**config.mk**
```make
export PLATFORM = sky130hd
export DESIGN_NAME = sorted_list_insert_delete
export DESIGN_NICKNAME = d
export VERILOG_FILES = /design/src/rtl/sli_pkg.sv /design/src/rtl/sli_datapath.sv /design/src/rtl/sli_controller.sv /design/src/rtl/sorted_list_insert_delete.sv
export SDC_FILE = /design/constraint.sdc
export NUM_CORES = 1
export LEC_CHECK = 0
export BUFFER_PORTS_ARGS = -buffer_cell sky130_fd_sc_hd__buf_2
export CORE_MARGIN = 8
export CORE_UTILIZATION = 50
export DETAILED_ROUTE_END_ITERATION = 10
export GPL_ROUTABILITY_DRIVEN = 1
export PLACE_DENSITY = 0.67
export SETUP_SLACK_MARGIN = 0.1
export SLEW_MARGIN = 15
export SYNTH_ARGS = -nofsm -noshare
export SYNTH_HDL_FRONTEND = slang
export SYNTH_HIERARCHICAL = 1
export SYNTH_SLANG_ARGS = --single-unit
```
**constraint.sdc**
```tcl
create_clock -name clock -period 6.8 [get_ports clock]
set_input_delay 1.36 -clock clock [delete_from_list [all_inputs] [get_ports clock]]
set_output_delay 1.36 -clock clock [all_outputs]
set_load 0.02 [all_outputs]
```
**src/rtl/sli_pkg.sv**
```systemverilog
// Shared types and codes for the sorted list engine.
`default_nettype none
package sli_pkg;

   typedef enum logic [1:0] {
      ST_DONE      = 2'd0,
      ST_FULL      = 2'd1,
      ST_NOT_FOUND = 2'd2
   } status_type;

   localparam logic REQ_INSERT = 1'b0;
   localparam logic REQ_DELETE = 1'b1;

   typedef struct packed {
      logic               req_type;
      logic signed [31:0] value;
   } req_item_type;

   typedef struct packed {
      status_type         status;
      logic [4:0]         entry_count;
      logic signed [31:0] smallest;
      logic               smallest_valid;
   } rsp_item_type;

   // controller -> datapath
   typedef struct packed {
      logic capture;
      logic start_ins;
      logic start_del;
      logic shift_up;
      logic shift_down;
      logic put;
      logic finish;
   } cmd_type;

   // datapath -> controller
   typedef struct packed {
      logic is_delete;
      logic count_zero;
      logic full;
      logic rd_ge;
      logic idx_zero;
      logic idx_last;
   } stat_type;

endpackage
`default_nettype wire

```
**src/rtl/sli_datapath.sv**
```systemverilog
// Datapath: entry memory, count, scan index, smallest-value tracking and result register.
`default_nettype none
module sli_datapath #(
   parameter int CAPACITY = 16,
   parameter int CW       = 5,
   parameter int AW       = 4
) (
   input  wire logic                  clock,
   input  wire logic                  reset,
   input  wire sli_pkg::req_item_type req_data,
   input  wire sli_pkg::cmd_type      cmd,
   output sli_pkg::stat_type          stat,
   output sli_pkg::rsp_item_type      rsp_data
);

   logic [31:0]           mem [CAPACITY];

   logic                  kind_ff,  kind_in;
   logic signed [31:0]    key_ff,   key_in;
   logic [CW-1:0]         count_ff, count_in;
   logic [CW-1:0]         idx_ff,   idx_in;
   logic                  found_ff, found_in;
   logic [31:0]           rdata_ff;
   logic signed [31:0]    smallest_ff, smallest_in;
   sli_pkg::rsp_item_type rsp_ff,   rsp_in;

   logic                  rd_en;
   logic [AW-1:0]         rd_addr;
   logic                  wr_en;
   logic [CW-1:0]         wr_idx;
   logic [AW-1:0]         wr_addr;
   logic [31:0]           wr_data;
   logic                  full;
   logic                  idx_last;
   logic [CW+4:0]         count_wide;

   assign full     = (count_ff == CW'(CAPACITY));
   assign idx_last = (CW'(idx_ff + CW'(1)) == count_ff);

   always_comb begin
      stat.is_delete  = (kind_ff == sli_pkg::REQ_DELETE);
      stat.count_zero = (count_ff == '0);
      stat.full       = full;
      stat.rd_ge      = ($signed(rdata_ff) >= key_ff);
      stat.idx_zero   = (idx_ff == '0);
      stat.idx_last   = idx_last;
   end

   // scan index and capture
   always_comb begin
      kind_in  = kind_ff;
      key_in   = key_ff;
      idx_in   = idx_ff;
      found_in = found_ff;
      rd_en    = 1'b0;
      if (cmd.capture) begin
         kind_in  = req_data.req_type;
         key_in   = req_data.value;
         // a delete on an empty list skips the scan, so the match flag starts clear here
         found_in = 1'b0;
      end
      if (cmd.start_ins) begin
         idx_in = CW'(count_ff - CW'(1));
         rd_en  = (count_ff != '0);
      end
      if (cmd.start_del) begin
         idx_in   = '0;
         found_in = 1'b0;
         rd_en    = 1'b1;
      end
      if (cmd.shift_up) begin
         idx_in = CW'(idx_ff - CW'(1));
         rd_en  = (idx_ff != '0);
      end
      if (cmd.shift_down) begin
         idx_in   = CW'(idx_ff + CW'(1));
         found_in = found_ff | (rdata_ff == key_ff);
         rd_en    = !idx_last;
      end
   end

   assign rd_addr = idx_in[AW-1:0];

   // memory write: shift up for insert, shift down behind a match for delete, put of the key for insert
   always_comb begin
      wr_en   = 1'b0;
      wr_idx  = CW'(idx_ff + CW'(1));
      wr_data = rdata_ff;
      if (cmd.shift_up) begin
         wr_en = 1'b1;
      end else if (cmd.shift_down && found_ff) begin
         wr_en  = 1'b1;
         wr_idx = CW'(idx_ff - CW'(1));
      end else if (cmd.put) begin
         wr_en   = 1'b1;
         wr_data = key_ff;
      end
   end

   assign wr_addr = wr_idx[AW-1:0];

   // slot zero is mirrored so the smallest value needs no extra read
   always_comb begin
      smallest_in = smallest_ff;
      if (wr_en && (wr_addr == '0)) begin
         smallest_in = $signed(wr_data);
      end
   end

   always_comb begin
      count_in = count_ff;
      rsp_in   = rsp_ff;
      if (cmd.finish) begin
         if (kind_ff == sli_pkg::REQ_INSERT) begin
            rsp_in.status = full ? sli_pkg::ST_FULL : sli_pkg::ST_DONE;
            if (!full) begin
               count_in = CW'(count_ff + CW'(1));
            end
         end else begin
            rsp_in.status = found_ff ? sli_pkg::ST_DONE : sli_pkg::ST_NOT_FOUND;
            if (found_ff) begin
               count_in = CW'(count_ff - CW'(1));
            end
         end
         rsp_in.entry_count    = count_wide[4:0];
         rsp_in.smallest_valid = (count_in != '0);
         rsp_in.smallest       = (count_in != '0) ? smallest_ff : 32'sd0;
      end
   end

   assign count_wide = {5'd0, count_in};

   always_ff @(posedge clock) begin
      if (reset) begin
         count_ff <= '0;
      end else begin
         count_ff <= count_in;
      end
      kind_ff     <= kind_in;
      key_ff      <= key_in;
      idx_ff      <= idx_in;
      found_ff    <= found_in;
      smallest_ff <= smallest_in;
      rsp_ff      <= rsp_in;
   end

   always_ff @(posedge clock) begin
      if (rd_en) begin
         rdata_ff <= mem[rd_addr];
      end
      if (wr_en) begin
         mem[wr_addr] <= wr_data;
      end
   end

   assign rsp_data = rsp_ff;

   a_count_bound: assert property (@(posedge clock) disable iff (reset)
      count_ff <= CW'(CAPACITY))
      else $error("entry count above capacity");

   a_put_not_full: assert property (@(posedge clock) disable iff (reset)
      cmd.put |-> !full)
      else $error("insert written into a full list");

   a_del_count: assert property (@(posedge clock) disable iff (reset)
      (cmd.finish && kind_ff == sli_pkg::REQ_DELETE && found_ff)
         |=> count_ff == CW'($past(count_ff) - CW'(1)))
      else $error("delete of a found entry did not drop the count");

endmodule
`default_nettype wire

```
**src/rtl/sli_controller.sv**
```systemverilog
// Controller: sequences capture, memory scan, final write and result handoff.
`default_nettype none
module sli_controller (
   input  wire logic              clock,
   input  wire logic              reset,
   input  wire logic              req_valid,
   output logic                   req_stall,
   output logic                   rsp_valid,
   input  wire logic              rsp_stall,
   input  wire sli_pkg::stat_type stat,
   output sli_pkg::cmd_type       cmd
);

   typedef enum logic [2:0] {
      IDLE,
      START,
      STEP_INS,
      STEP_DEL,
      PUT,
      FINISH
   } state_type;

   state_type state_ff, state_in;
   logic      rsp_valid_ff, rsp_valid_in;
   logic      out_free;

   assign out_free  = !rsp_valid_ff || !rsp_stall;
   assign req_stall = (state_ff != IDLE);
   assign rsp_valid = rsp_valid_ff;

   always_comb begin
      state_in     = state_ff;
      cmd          = '0;
      rsp_valid_in = rsp_valid_ff && rsp_stall;
      case (state_ff)
         IDLE: begin
            if (req_valid) begin
               cmd.capture = 1'b1;
               state_in    = START;
            end
         end
         START: begin
            if (!stat.is_delete) begin
               if (stat.full) begin
                  state_in = FINISH;
               end else begin
                  cmd.start_ins = 1'b1;
                  state_in      = stat.count_zero ? PUT : STEP_INS;
               end
            end else if (stat.count_zero) begin
               state_in = FINISH;
            end else begin
               cmd.start_del = 1'b1;
               state_in      = STEP_DEL;
            end
         end
         STEP_INS: begin
            // walk down from the top, moving entries not smaller than the key up one slot
            if (stat.rd_ge) begin
               cmd.shift_up = 1'b1;
               if (stat.idx_zero) begin
                  state_in = PUT;
               end
            end else begin
               state_in = PUT;
            end
         end
         STEP_DEL: begin
            cmd.shift_down = 1'b1;
            if (stat.idx_last) begin
               state_in = FINISH;
            end
         end
         PUT: begin
            cmd.put  = 1'b1;
            state_in = FINISH;
         end
         FINISH: begin
            if (out_free) begin
               cmd.finish   = 1'b1;
               rsp_valid_in = 1'b1;
               state_in     = IDLE;
            end
         end
         default: begin
            state_in = IDLE;
         end
      endcase
   end

   always_ff @(posedge clock) begin
      if (reset) begin
         state_ff     <= IDLE;
         rsp_valid_ff <= 1'b0;
      end else begin
         state_ff     <= state_in;
         rsp_valid_ff <= rsp_valid_in;
      end
   end

   a_rsp_from_finish: assert property (@(posedge clock) disable iff (reset)
      (!$past(reset) && $rose(rsp_valid_ff)) |-> $past(state_ff == FINISH))
      else $error("result raised outside the finish step");

   a_shift_up_insert: assert property (@(posedge clock) disable iff (reset)
      cmd.shift_up |-> (!stat.is_delete && !stat.count_zero))
      else $error("upward shift outside an insert");

   a_del_scan_nonempty: assert property (@(posedge clock) disable iff (reset)
      (state_ff == STEP_DEL) |-> (stat.is_delete && !stat.count_zero))
      else $error("delete scan on an empty list");

endmodule
`default_nettype wire

```
**src/rtl/sorted_list_insert_delete.sv**
```systemverilog
// Sorted list engine holding up to CAPACITY signed 32-bit values in ascending order in a
// memory with one read and one write port. Requests are taken one at a time; each gives
// exactly one result with status, entry count and the smallest held value. An insert scans
// down from the top entry, moving each entry that is not smaller than the key up one slot;
// a full-list insert skips the scan. A delete scans the whole list once, closing the gap
// behind the first match; on an empty list it skips the scan. The memory scan handles one
// entry per cycle. The result register lets the next request be accepted while a result is
// still stalled. No clearing pass is needed after reset.
`default_nettype none
module sorted_list_insert_delete #(
   parameter int CAPACITY = 16
) (
   input  wire logic                  clock,
   input  wire logic                  reset,
   input  wire logic                  req_valid,
   output logic                       req_stall,
   input  wire sli_pkg::req_item_type req_data,
   output logic                       rsp_valid,
   input  wire logic                  rsp_stall,
   output sli_pkg::rsp_item_type      rsp_data
);

   localparam int CW = $clog2(CAPACITY + 1);
   localparam int AW = $clog2(CAPACITY);

   sli_pkg::cmd_type  cmd;
   sli_pkg::stat_type stat;

   sli_controller u_ctrl (
      .clock     (clock),
      .reset     (reset),
      .req_valid (req_valid),
      .req_stall (req_stall),
      .rsp_valid (rsp_valid),
      .rsp_stall (rsp_stall),
      .stat      (stat),
      .cmd       (cmd)
   );

   sli_datapath #(
      .CAPACITY (CAPACITY),
      .CW       (CW),
      .AW       (AW)
   ) u_dp (
      .clock    (clock),
      .reset    (reset),
      .req_data (req_data),
      .cmd      (cmd),
      .stat     (stat),
      .rsp_data (rsp_data)
   );

endmodule
`default_nettype wire
```
# [Yosys cells after proc, flatten, opt, wreduce, memory -nomap -nowiden]
# Memories as Yosys holds them, arrays and structs flattened. A register that Yosys moved wholly into a read port is not among the register bits.
# Cells that the tools add are included.
[word_totals] inputBits=37 out_inout_bits=42 elab_cells=104 ram_bits=512 mem_count=1 ff_bits=120
[memory_table] memory="u_dp.mem" words=16 word_bits=32 read_ports=1 rd_ports_with_merged_regs=1 wr=1 line="sli_datapath.sv:16" source="logic [31:0] mem [CAPACITY];"
[op_classes] reduce_logical=18 n_addsub=4 n_eq_ne=12 mux=54 n_bitwise=1 order_cmp=1
[op_table] op="$mux 32" count=3
[op_table] op="$mux 5" count=9
[op_table] op="$eq 32x32->1" count=1
[op_table] op="$ge 32x32->1" count=1
[op_table] op="$mux 1" count=27
[op_table] op="$mux 3" count=9
[op_table] op="$pmux 3 s6" count=1
[op_table] op="$reduce_bool 5->1" count=3
[op_table] op="$add 5x1->5 const B" count=2
[op_table] op="$logic_not 5->1" count=2
[op_table] op="$sub 5x1->5 const B" count=2
[op_table] op="$mux 4" count=2
[op_table] op="$eq 3x2->1 const B" count=2
[op_table] op="$eq 3x3->1 const B" count=2
[op_table] op="$mux 2" count=3
[op_table] op="$reduce_bool 3->1" count=2
[op_table] op="$eq 5x5->1" count=1
[op_table] op="$eq 5x5->1 const B" count=1
[op_table] op="$logic_not 4->1" count=1
[op_table] op="$ne 2x1->1 const B" count=2
[op_table] op="$reduce_and 4->1" count=1
[op_table] op="$reduce_bool 4->1" count=1
[op_table] op="$eq 3x1->1 const B" count=1
[op_table] op="$logic_and 1x1->1" count=3
[op_table] op="other kinds (6)" count=8

# [Depth between registers and ports, before layout]
# Gate-level depths: netlist of the first run.
[logic_depth] ltp_word=8 ltp_mapped=20 ltp_nobuf=17

# [Hierarchy]
# The synthesis of the first run kept the hierarchy.
[modules_own_cells] module="sli_datapath" cells_per_inst=1255 area_per_inst_um2=24968.9 seq_area_each_um2=18768.0 instances=1
[modules_own_cells] module="sli_controller" cells_per_inst=38 area_per_inst_um2=290.3 seq_area_each_um2=80.1 instances=1

# [Worst setup path before layout of the first run]
# No wires, ideal clock.
[synth_timing] kind="register to register" start="register u_dp.rdata_ff[9], read port of u_dp.mem" end="memory u_dp.mem[8][0] (enable)" setup_time_ns=0.421 path_slack_ns=2.146 synth_period_minus_slack_ns=4.654 path_stages_with_launch=17 path_buffers=1 required_ns=6.379 t_arrival_ns=4.233 path_cell_list="edfxtp_1 > ha_1 > a21o_1 > a21o_1 > a21oi_1 > o21a_1 > nor2_1 > o41ai_1 > o211ai_1 > nand2_1 > nor3_1 > or2_2 > clkbuf_1 > mux2i_1 > xor2_1 > nand2_1 > nor2_1"
[synth_rtl] item="start, declared" line="sli_datapath.sv:23" source="logic [31:0] rdata_ff;"
[synth_rtl] item="end, declared" line="sli_datapath.sv:16"

==> out/qor.yml, run 1 <==
outcome: "completed"
dp_hpwl_um: 30800
ctsResizeCount: 0
timing.hold.ws_ns: 0.548
dpl_cell_area_mm2: 0.0267
cts_tree: "yes"
drt-initial-drc-count: 1219
clk_latency_ns: 0.59
yosysWarnings: 6
avgViaCountPerCell: 5.93
setup_viol: 0
synth_edf_count: 619
antenna_cells: 0
syn_inst: 1293
place_congestion: 0.806
dp.cells: 2011
timing.final.crit_share_pct: 73.8
ys.flop_type: "edfxtp_1"
crit_end: "u_dp/rdata_ff[23]"
tns_ns: 0
synthesis.nets: 1368
rows: 82
ios: 79
finalInstanceArea_mm2: 0.0289
cts.htree.levels: 3
clock_path_buffers: 3
io_buffers: 78
vias: 12600
clk_pin_slew_ns: 0.06
grt_max_degree: 130
drc: 0
synth_area_leaders: "edfxtp_1, mux4_2, a22oi_1"
grt_usage_pct: 19.4
startpoint: "u_dp/key_ff[5]"
wl_per_cell_um: 25.9
fill_cells: 3767
tightestPinTransition_ns: 1.16
syn_area_mm2: 0.0253
hold_buffers: 0
fp.dieW_um: 241
dr.pass1.iters: 5
drive_gt1_share_pct: 27.3
gr-total-overflow: 0
fin_skew_ns: 0.0296
postSynth.asyncResetShare_pct: 0
cp_data_required_time_ns: 7.13
synth_common_cells: "edfxtp_1, mux4_2, a22oi_1"
rrSetupSlack_ns: 1.78
r2r_cells: 18
power-per-cell-area_mw_per_mm2: 366
worstPathArrival_ns: 5.36
chipHeight_um: 241
cp_max_fo: 31
areaGrowthSynthToFinish_pct: 14.3
p_total_uw: 10600
routed_wirelength_um: 55100
peakVddDrop_mv: 0.286
stdcell_count: 2129
cp-start-kind: "flip-flop"
fmaxAchievable_ghz: 0.199
coreArea_mm2: 0.0501
maxCapViolCount: 0
grt_pass1_wl_um: 83100
syn_avg_cell_area_um2: 19.5
crit_path_end_kind: "flip-flop"
clock-sinks: 632
yosys.cell_types.count: 53
hold_viol_final: 0
finalNetCount: 1483
synth_seq_area_share_pct: 74.6
power_leakage_uw: 0.00971
cts_setup_buffers: 0
rsz0062_at_grt: "false"
postRouteAntennaNets: 0
dieArea_mm2: 0.0580
numCtsBuffers: 67
synth_most_common_cell: "edfxtp_1"
reg2reg_from: "u_dp/key_ff[5]"
min_period_ns: 5.02
antenna_found_initial: 0
grt_pass1_vias: 13100
r2r-end: "u_dp/rdata_ff[23]"
hp-class: "flip-flop to flip-flop"
clockRootBuffer: "clkbuf_16"
synth_largest_area_cell: "edfxtp_1"
relSlewSlack_pct: 21.9
worstSetupPathType: "flip-flop to flip-flop"
maxSlewViolCount: 0
initial_utilization_pct: 50.4
ys_ff_latch: 632
netlist.area_leader.share_pct: 73.6
[logic make-up (layout without fill, tap and decap cells)]
logic type	count (synthesis)	in the layout	share of synthesized area, %
flip-flops	632	632	74.6
AND/OR/NAND/NOR	189	189	3.78
multiplexers	165	165	13.0
AO/OA/AOI/OAI	134	134	3.75
buffers and inverters	115	279	2.22
adder cells (fa/ha/maj)	38	38	1.88
XOR/XNOR	20	20	0.693
[worst max-delay path: stages (launching register included)]
cell and delay (ns):
edfxtp_1 0.40, inv_1 0.08, ha_1 0.23, a21o_1 0.18, a21o_1 0.17, a21oi_1 0.18
o21a_1 0.13, nor2_1 0.06, o41ai_1 0.43, o211ai_1 0.19, nand2_1 0.12, nor3_1 0.05
buf_4 0.20, a2111oi_2 0.33, o31a_4 0.64, buf_4 0.49, mux4_2 0.55, a22oi_1 0.19
nand2_1 0.08
[cell type report]
cell class,count,area [um2],share of cell area (%)
Sequential cell,632,18800,65.3
Clock buffer,82,1750,6.07
Tap cell,672,841,2.91
Inverter,47,176,0.611
Timing Repair Buffer,114,773,2.68
Multi-Input combinational cell,546,6050,20.9
Clock inverter,36,438,1.52
[cell usage in the layout, fill, tap and decap left out, types with 14 or more instances in the layout]
cell type  netlist  routed
inv_1           47      47
nand2_1         57      57
clkbuf_16        0      68
nor2b_1         42      42
clkbuf_1        44      14
a21oi_1         19      18
nor2_4           0      19
mux2_2          33      33
xnor2_1         14      14
buf_2            5      78
edfxtp_1       619     619
mux4_2         128     128
nor2_1          37      17
a22oi_1         64      64
ha_1            38      38
buf_4            4      27
[metal layers]
metal	track usage [%]	vias to the layer above	share of wire, %
li1	-	5461	-
met1	26.6	6642	42
met2	32.1	442	49
met3	3.17	72	6.5
met4	5.79	0	2.0
met5	0	-	0
[worst min path at each step]
stage	start	to	cells after the start	slack, ns
2_1_floorplan	u_dp/mem[0][9]	u_dp/rsp_data[10]	1	0.53
3_3_place_gp	u_dp/mem[0][7]	u_dp/rsp_data[8]	1	0.54
3_5_place_dp	u_ctrl/rsp_valid	u_ctrl/rsp_valid	2	0.55
4_1_cts	u_ctrl/rsp_valid	u_ctrl/rsp_valid	2	0.55
5_1_grt	u_dp/mem[0][24]	u_dp/rsp_data[25]	1	0.58
6_report	u_ctrl/rsp_valid	u_ctrl/rsp_valid	2	0.55
[registers in the layout (all words and copies together) (netlist names), 3 cells and up]
signal / flops
u_ctrl/state_ff: 3
u_dp/count_ff: 5
u_dp/idx_ff: 5
u_dp/key_ff: 32
u_dp/mem: 512
u_dp/rdata_ff: 32
u_dp/rsp_data: 40
[where the power goes]
group / switching (uW) / internal [uW]
clock: 1460 / 2180
combinational: 1310 / 997
sequential: 84.0 / 4550
[metrics by stage]
step | utilization, % | worst slack [ns]
after detailed placement | 53.3 | 1.76
after global routing | 57.7 | 1.34
after CTS | 57.7 | 1.73
final | 57.7 | 1.78
after global placement | 53.3 | 1.83
after floorplan | - | 2.15
(Power assumes the default switching activity.)
==> run 2: changes to the inputs <==
==> constraint.sdc (replaced) <==
create_clock -name clock -period 4.9 [get_ports clock]
set_input_delay 0.98 -clock clock [delete_from_list [all_inputs] [get_ports clock]]
set_output_delay 0.98 -clock clock [all_outputs]
set_load 0.02 [all_outputs]
==> out/qor.yml, run 2 (synthesized netlist as in run 1, its figures left out) <==
r2r_cells: 20  # +2
numCtsBuffers: 66  # -1.5%
hp-class: "flip-flop to flip-flop"
io_buffers: 78  # unchanged
cp_data_required_time_ns: 5.21  # -1.92 ns
min_path_cells: 1  # -1
ios: 79  # unchanged
worst-path-buf-inv: 5  # +2
maxSlewViolCount: 0  # unchanged
peakVddDrop_mv: 0.361  # +26%
drt-initial-drc-count: 1235  # +1.3%
fp.dieW_um: 241  # unchanged
finalNetCount: 1528  # +3.0%
final_common_cell: "edfxtp_1"
gr-total-overflow: 0  # unchanged
dieArea_mm2: 0.0580  # unchanged
largest-register: "u_dp/mem"
avgViaCountPerCell: 5.97  # +0.70%
cp_slowest_cell: "mux4_2"
rsz0062_at_grt: "true"
pre_cts_ws_ns: 0.254  # -1.50 ns
p_total_uw: 14800  # +40%
tightestPinTransition_ns: 0.843  # -0.320 ns
clk_pin_slew_ns: 0.06  # about the same
drive_gt1_share_pct: 29.6  # +2.2 points
fill_cells: 3677  # -2.4%
crit_path_max_incr_delay_ns: 0.52  # -0.12 ns
grt_pass1_vias: 13200  # +0.40%
power-per-cell-area_mw_per_mm2: 501  # +37%
hold_path_end: "u_dp/rsp_data[26]"
fin_ws_ns: 0.333  # -1.44 ns
vias: 13000  # +2.7%
multi_input_area_mm2: 0.00605  # about the same
clock-sinks: 632  # unchanged
cp_top_family: "compound AO/OA/AOI/OAI gates"
reg2reg_from: "u_dp/key_ff[9]"
relSlewSlack_pct: 43.7  # +22 points
r2r-end: "u_dp/rdata_ff[5]"
regArea_mm2: 0.0188  # unchanged
tns_ns: 0  # unchanged
coreArea_mm2: 0.0501  # unchanged
power_leakage_uw: 0.0100  # +3.0%
postRouteAntennaNets: 0  # unchanged
final_cell_mix: "edfxtp_1, mux4_2, buf_2, clkbuf_16, a22oi_1"
maxCapViolCount: 0  # unchanged
path_cells: "inv_1 > ha_1 > a21o_1 > a21o_1 > a21oi_2 > o21a_1 > nor2_1 > o41ai_1 > buf_4 > o211ai_1 > nand2_1 > nor3_1 > buf_4 > a2111oi_2 > o31a_4 > buf_12 > buf_4 > mux4_2 > a22oi_1 > nand2_1"
outcome: "completed"
drc: 0  # unchanged
min_from: "u_dp/mem[0][25]"
clock_path_buffers: 3  # unchanged
dpl_cell_area_mm2: 0.0274  # +2.7%
startpoint: "u_dp/key_ff[9]"
cp-start-kind: "flip-flop"
place_congestion: 0.809  # +0.36%
antenna_cells: 0  # unchanged
cp_max_fo: 17  # -45%
stdcell_count: 2171  # +2.0%
rrSetupSlack_ns: 0.33  # -1.44 ns
dp_hpwl_um: 34100  # +11%
timing.final.crit_share_pct: 93.2  # +19 points
setup_viol: 0  # unchanged
worstSetupPathType: "flip-flop to flip-flop"
antenna_found_initial: 0  # unchanged
grt_pass1_wl_um: 85100  # +2.4%
dr.pass1.iters: 5  # unchanged
min_period_ns: 4.57  # -0.455 ns
wl_per_cell_um: 26.4  # +2.0%
clk_latency_ns: 0.59  # about the same
dp.cells: 2055  # +2.2%
clockRootBuffer: "clkbuf_16"
chipHeight_um: 241  # unchanged
fin_skew_ns: 0.0239  # -0.00566 ns
fmaxAchievable_ghz: 0.219  # +10%
grt_max_degree: 39  # -70%
grt_usage_pct: 20.0  # +0.60 points
worstPathArrival_ns: 4.88  # -0.48 ns
initial_utilization_pct: 50.4  # unchanged
hold_buffers: 0  # unchanged
crit_path_end_kind: "flip-flop"
hold_viol_final: 0  # unchanged
cts_tree: "yes"
routed_wirelength_um: 57300  # +4.0%
areaGrowthSynthToFinish_pct: 16.8
largest_reg_flops: 512  # unchanged
finalInstanceArea_mm2: 0.0295  # +2.2%
rows: 82  # unchanged
crit_path_frequent_cell: "buf_4"
cts.htree.levels: 3  # unchanged
-- run 2: cell types whose count changed in the layout (fill, tap and decap cells not counted), moves of 2 or more --
cell	previous run	this run
a21oi_1	18	16
a21oi_2	0	2
buf_12	9	40
buf_4	27	41
bufinv_16	9	5
clkbuf_1	14	11
clkinv_2	6	10
clkinv_8	3	0
-- run 2: repair_timing --
item                       CTS  global route
setup endpoints to repair    0            31
resized for setup            0             2
buffers inserted             0             1
-- run 2: per-stage QoR --
step | utilization [%] | hold WS [ns]
final | 58.9 | 0.561
after CTS | 58.8 | 0.525
after global placement | 54.7 | 0.539
after floorplan | - | 0.532
after detailed placement | 54.7 | 0.550
after global routing | 58.9 | 0.535
-- run 2: power by group --
group          internal, uW  switching [uW]
clock                  2820            1990
sequential             6310             118
combinational          1620            1930
total                 10800            4040
-- run 2: how the worst max path moves through the flow --
stage / to / slack, ns / cells after the start
2_1_floorplan: u_dp/mem[8][0] / 0.25 / 16
3_3_place_gp: u_dp/rdata_ff[17] / 0.30 / 19
3_5_place_dp: u_dp/rdata_ff[5] / 0.25 / 20
4_1_cts: u_dp/rdata_ff[5] / 0.17 / 20
5_1_grt: u_dp/rdata_ff[5] / 0.06 / 20
6_report: u_dp/rdata_ff[5] / 0.33 / 20
-- run 2: per-layer routing --
metal	GRT usage, %	up-vias	share of wire (%)
li1	-	5555	-
met1	27.8	6838	42
met2	32.2	483	49
met3	3.87	80	7.1
met4	6.07	0	2.4
met5	0	-	0
-- run 2: final cells by class --
type	instances	area share, %
sequential	632	63.9
multi-input combinational	546	20.5
clock buffer	80	5.99
timing repair buffer	160	5.17
tap	672	2.85
clock inverter	34	0.992
inverter	47	0.598
==> run 3: changes to the inputs <==
--- a/config.mk
+++ b/config.mk
@@ -15,5 +15,4 @@
 export SLEW_MARGIN = 15
 export SYNTH_ARGS = -nofsm -noshare
 export SYNTH_HDL_FRONTEND = slang
-export SYNTH_HIERARCHICAL = 1
 export SYNTH_SLANG_ARGS = --single-unit
==> out/qor.yml, run 3 <==
crit_end: "u_dp.rdata_ff[27]"
cp_slowest_cell: "or4_4"
clk_latency_ns: 0.59  # about the same
dp_hpwl_um: 42000  # +23%
areaGrowthSynthToFinish_pct: 13.5
r2r-end: "u_dp.rdata_ff[27]"
finalNetCount: 2098  # +37%
ios: 79  # unchanged
hp-class: "flip-flop to flip-flop"
yosys.cell_types.count: 65  # +23%
syn_avg_cell_area_um2: 14.0  # -28%
regArea_mm2: 0.0188  # unchanged
synth_seq_area_share_pct: 69.4  # -5.2 points
power_leakage_uw: 0.0107  # +6.5%
cp_num_cells: 13  # -35%
antenna_cells: 0  # unchanged
startpoint: "u_dp.rdata_ff[31]"
synthesis.nets: 2015  # +47%
timing.final.crit_share_pct: 91.7  # -1.5 points
worstPathArrival_ns: 4.82  # -0.06 ns
hold_viol_final: 0  # unchanged
syn_inst: 1941  # +50%
rsz0062_at_grt: "false"
fmaxAchievable_ghz: 0.223  # +1.6%
intPower_uw: 11400  # +6.0%
grt_max_degree: 93  # +140%
drc: 0  # unchanged
largest_reg_flops: 512  # unchanged
r2r_cells: 13  # -35%
drive_gt1_share_pct: 15.8  # -14 points
setup_viol: 0  # unchanged
tns_ns: 0  # unchanged
ys_ff_latch: 632  # unchanged
timing.hold.ws_ns: 0.509  # -0.0519 ns
power_switching_uw: 6540  # +62%
dr.pass1.iters: 5  # unchanged
cp_top_family: "simple AND/OR/NAND/NOR gates"
clock_path_buffers: 3  # unchanged
initial_utilization_pct: 50.5  # about the same
crit_path_end_kind: "flip-flop"
syn_area_mm2: 0.0272  # +7.5%
grt_pass1_wl_um: 108000  # +27%
synth_edf_count: 619  # unchanged
relSlewSlack_pct: 20.2  # -23 points
cts_setup_buffers: 0  # unchanged
gr-total-overflow: 0  # unchanged
pwr-share-seq_pct: 36.4  # -7.0 points
fin_skew_ns: 0.0230  # -0.000955 ns
worst-path-buf-inv: 1  # -4
dieArea_mm2: 0.0620  # +7.0%
cp-start-kind: "flip-flop"
drt-initial-drc-count: 1984  # +61%
min_period_ns: 4.49  # -0.0725 ns
synth_largest_area_cell: "edfxtp_1"
largest-register: "u_dp.mem"
outcome: "completed"
synth_area_leaders: "edfxtp_1, mux2i_1, o21ai_0"
io_buffers: 78  # unchanged
p_clk_share_pct: 25.8  # -6.7 points
clk_pin_slew_ns: 0.06  # about the same
postSynth.asyncResetShare_pct: 0  # unchanged
power-per-cell-area_mw_per_mm2: 582  # +16%
reg2reg_from: "u_dp.rdata_ff[31]"
hold_buffers: 0  # unchanged
swShare_pct: 36.5  # +9.2 points
place_congestion: 0.830  # +2.5%
clock-sinks: 632  # unchanged
numCtsBuffers: 66  # unchanged
chipHeight_um: 249  # +3.4%
grt_usage_pct: 22.8  # +2.8 points
postRouteAntennaNets: 0  # unchanged
fill_cells: 4191  # +14%
dpl_cell_area_mm2: 0.0289  # +5.4%
synth_common_cells: "edfxtp_1, nand2_1, o21ai_0"
p_total_uw: 17900  # +21%
rows: 85  # +3.7%
cp_data_required_time_ns: 5.22  # about the same
wl_per_cell_um: 26.1  # -0.98%
finalInstanceArea_mm2: 0.0308  # +4.5%
grt_pass1_vias: 17300  # +31%
routed_wirelength_um: 72300  # +26%
cts_tree: "yes"
fp.dieW_um: 249  # +3.4%
clockRootBuffer: "clkbuf_16"
rrSetupSlack_ns: 0.41  # +0.07 ns
final_cell_mix: "edfxtp_1, nand2_1, o21ai_0, mux2i_1, buf_2"
vias: 17300  # +34%
final_common_cell: "edfxtp_1"
multi_input_area_mm2: 0.00774  # +28%
maxCapViolCount: 0  # unchanged
peakVddDrop_mv: 0.486  # +35%
tightestPinTransition_ns: 1.19  # +0.346 ns
synth_most_common_cell: "edfxtp_1"
cp_max_fo: 79  # +62
antenna_found_initial: 0  # unchanged
maxSlewViolCount: 0  # unchanged
ys.flop_type: "edfxtp_1"
ctsResizeCount: 0  # unchanged
path_cells: "ha_1 > and4_1 > nand2_1 > or4_4 > a311oi_4 > o21ba_2 > and3_4 > buf_12 > a22oi_1 > o211ai_1 > o21ai_1 > nor2_1 > or4_1"
yosysWarnings: 0  # -6
cts.htree.levels: 3  # unchanged
comb_power_share_pct: 37.8  # +14 points
crit_path_max_incr_delay_ns: 0.58  # +0.06 ns
coreArea_mm2: 0.0538  # +7.5%
avgViaCountPerCell: 6.26  # +4.9%
netlist.area_leader.share_pct: 68.4  # -5.2 points
worstSetupPathType: "flip-flop to flip-flop"
## run 3: area by class of cell
cell class                 count  share of cell area (%)
sequential                   632                    61.1
multi-input combinational   1128                    25.1
clock buffer                  80                    5.60
timing repair buffer         149                    4.05
tap                          696                    2.82
clock inverter                33                   0.734
inverter                      47                   0.580
## run 3: tightest hold or removal path, stage by stage (launching register included)
cell and delay (ns):
dfxtp_1 0.32, nand2_1 0.08, a21oi_1 0.06
## run 3: worst min path at each step
stage	start	endpoint	slack (ns)	cells after the start
finish	u_ctrl.rsp_valid	u_ctrl.rsp_valid	0.51	2
global route	u_ctrl.rsp_valid	u_ctrl.rsp_valid	0.55	2
CTS	u_ctrl.rsp_valid	u_ctrl.rsp_valid	0.52	2
detailed placement	u_ctrl.rsp_valid	u_ctrl.rsp_valid	0.51	2
global placement	u_ctrl.rsp_valid	u_ctrl.rsp_valid	0.49	2
floorplan	u_dp.mem[0][9]	u_dp.rsp_data[10]	0.54	1
## run 3: kinds of logic (layout without fill, tap and decap cells)
kind of cell	after synthesis	after routing	synth area share, %
buffers and inverters	181	309	2.87
adder cells (fa/ha/maj)	37	37	1.70
flip-flops	632	632	69.4
AND/OR/NAND/NOR	450	450	8.31
AO/OA/AOI/OAI	462	462	11.1
multiplexers	158	158	5.97
XOR/XNOR	21	21	0.677
## run 3: routing by layer
layer | wire [um] | vias up | global-route usage (%)
met5 | 0 | - | 0
met4 | 2340 | 0 | 8.85
met3 | 6370 | 163 | 5.04
met2 | 33900 | 791 | 36.2
met1 | 29700 | 8681 | 30.4
li1 | - | 7669 | -
## run 3: power by group through the flow
| stage | Sequential [uW] | Combinational, uW | Clock, uW |
|---|---|---|---|
| floorplan | 6590 | 4580 | 0 |
| global placement | 6630 | 6590 | 0 |
| detailed placement | 6640 | 6720 | 0 |
| CTS | 6520 | 6730 | 4700 |
| global route | 6540 | 7290 | 4900 |
| finish | 6530 | 6780 | 4620 |
## run 3: metrics by stage
| stage | utilization, % | setup slack, ns | instances |
|---|---|---|---|
| after global routing | 57.3 | 0.171 | 2765 |
| after global placement | 53.7 | 0.565 | 2652 |
| after detailed placement | 53.7 | 0.527 | 2652 |
| after CTS | 57.3 | 0.486 | 2765 |
| after floorplan | - | 0.770 | 1941 |
| final | 57.3 | 0.406 | 2765 |
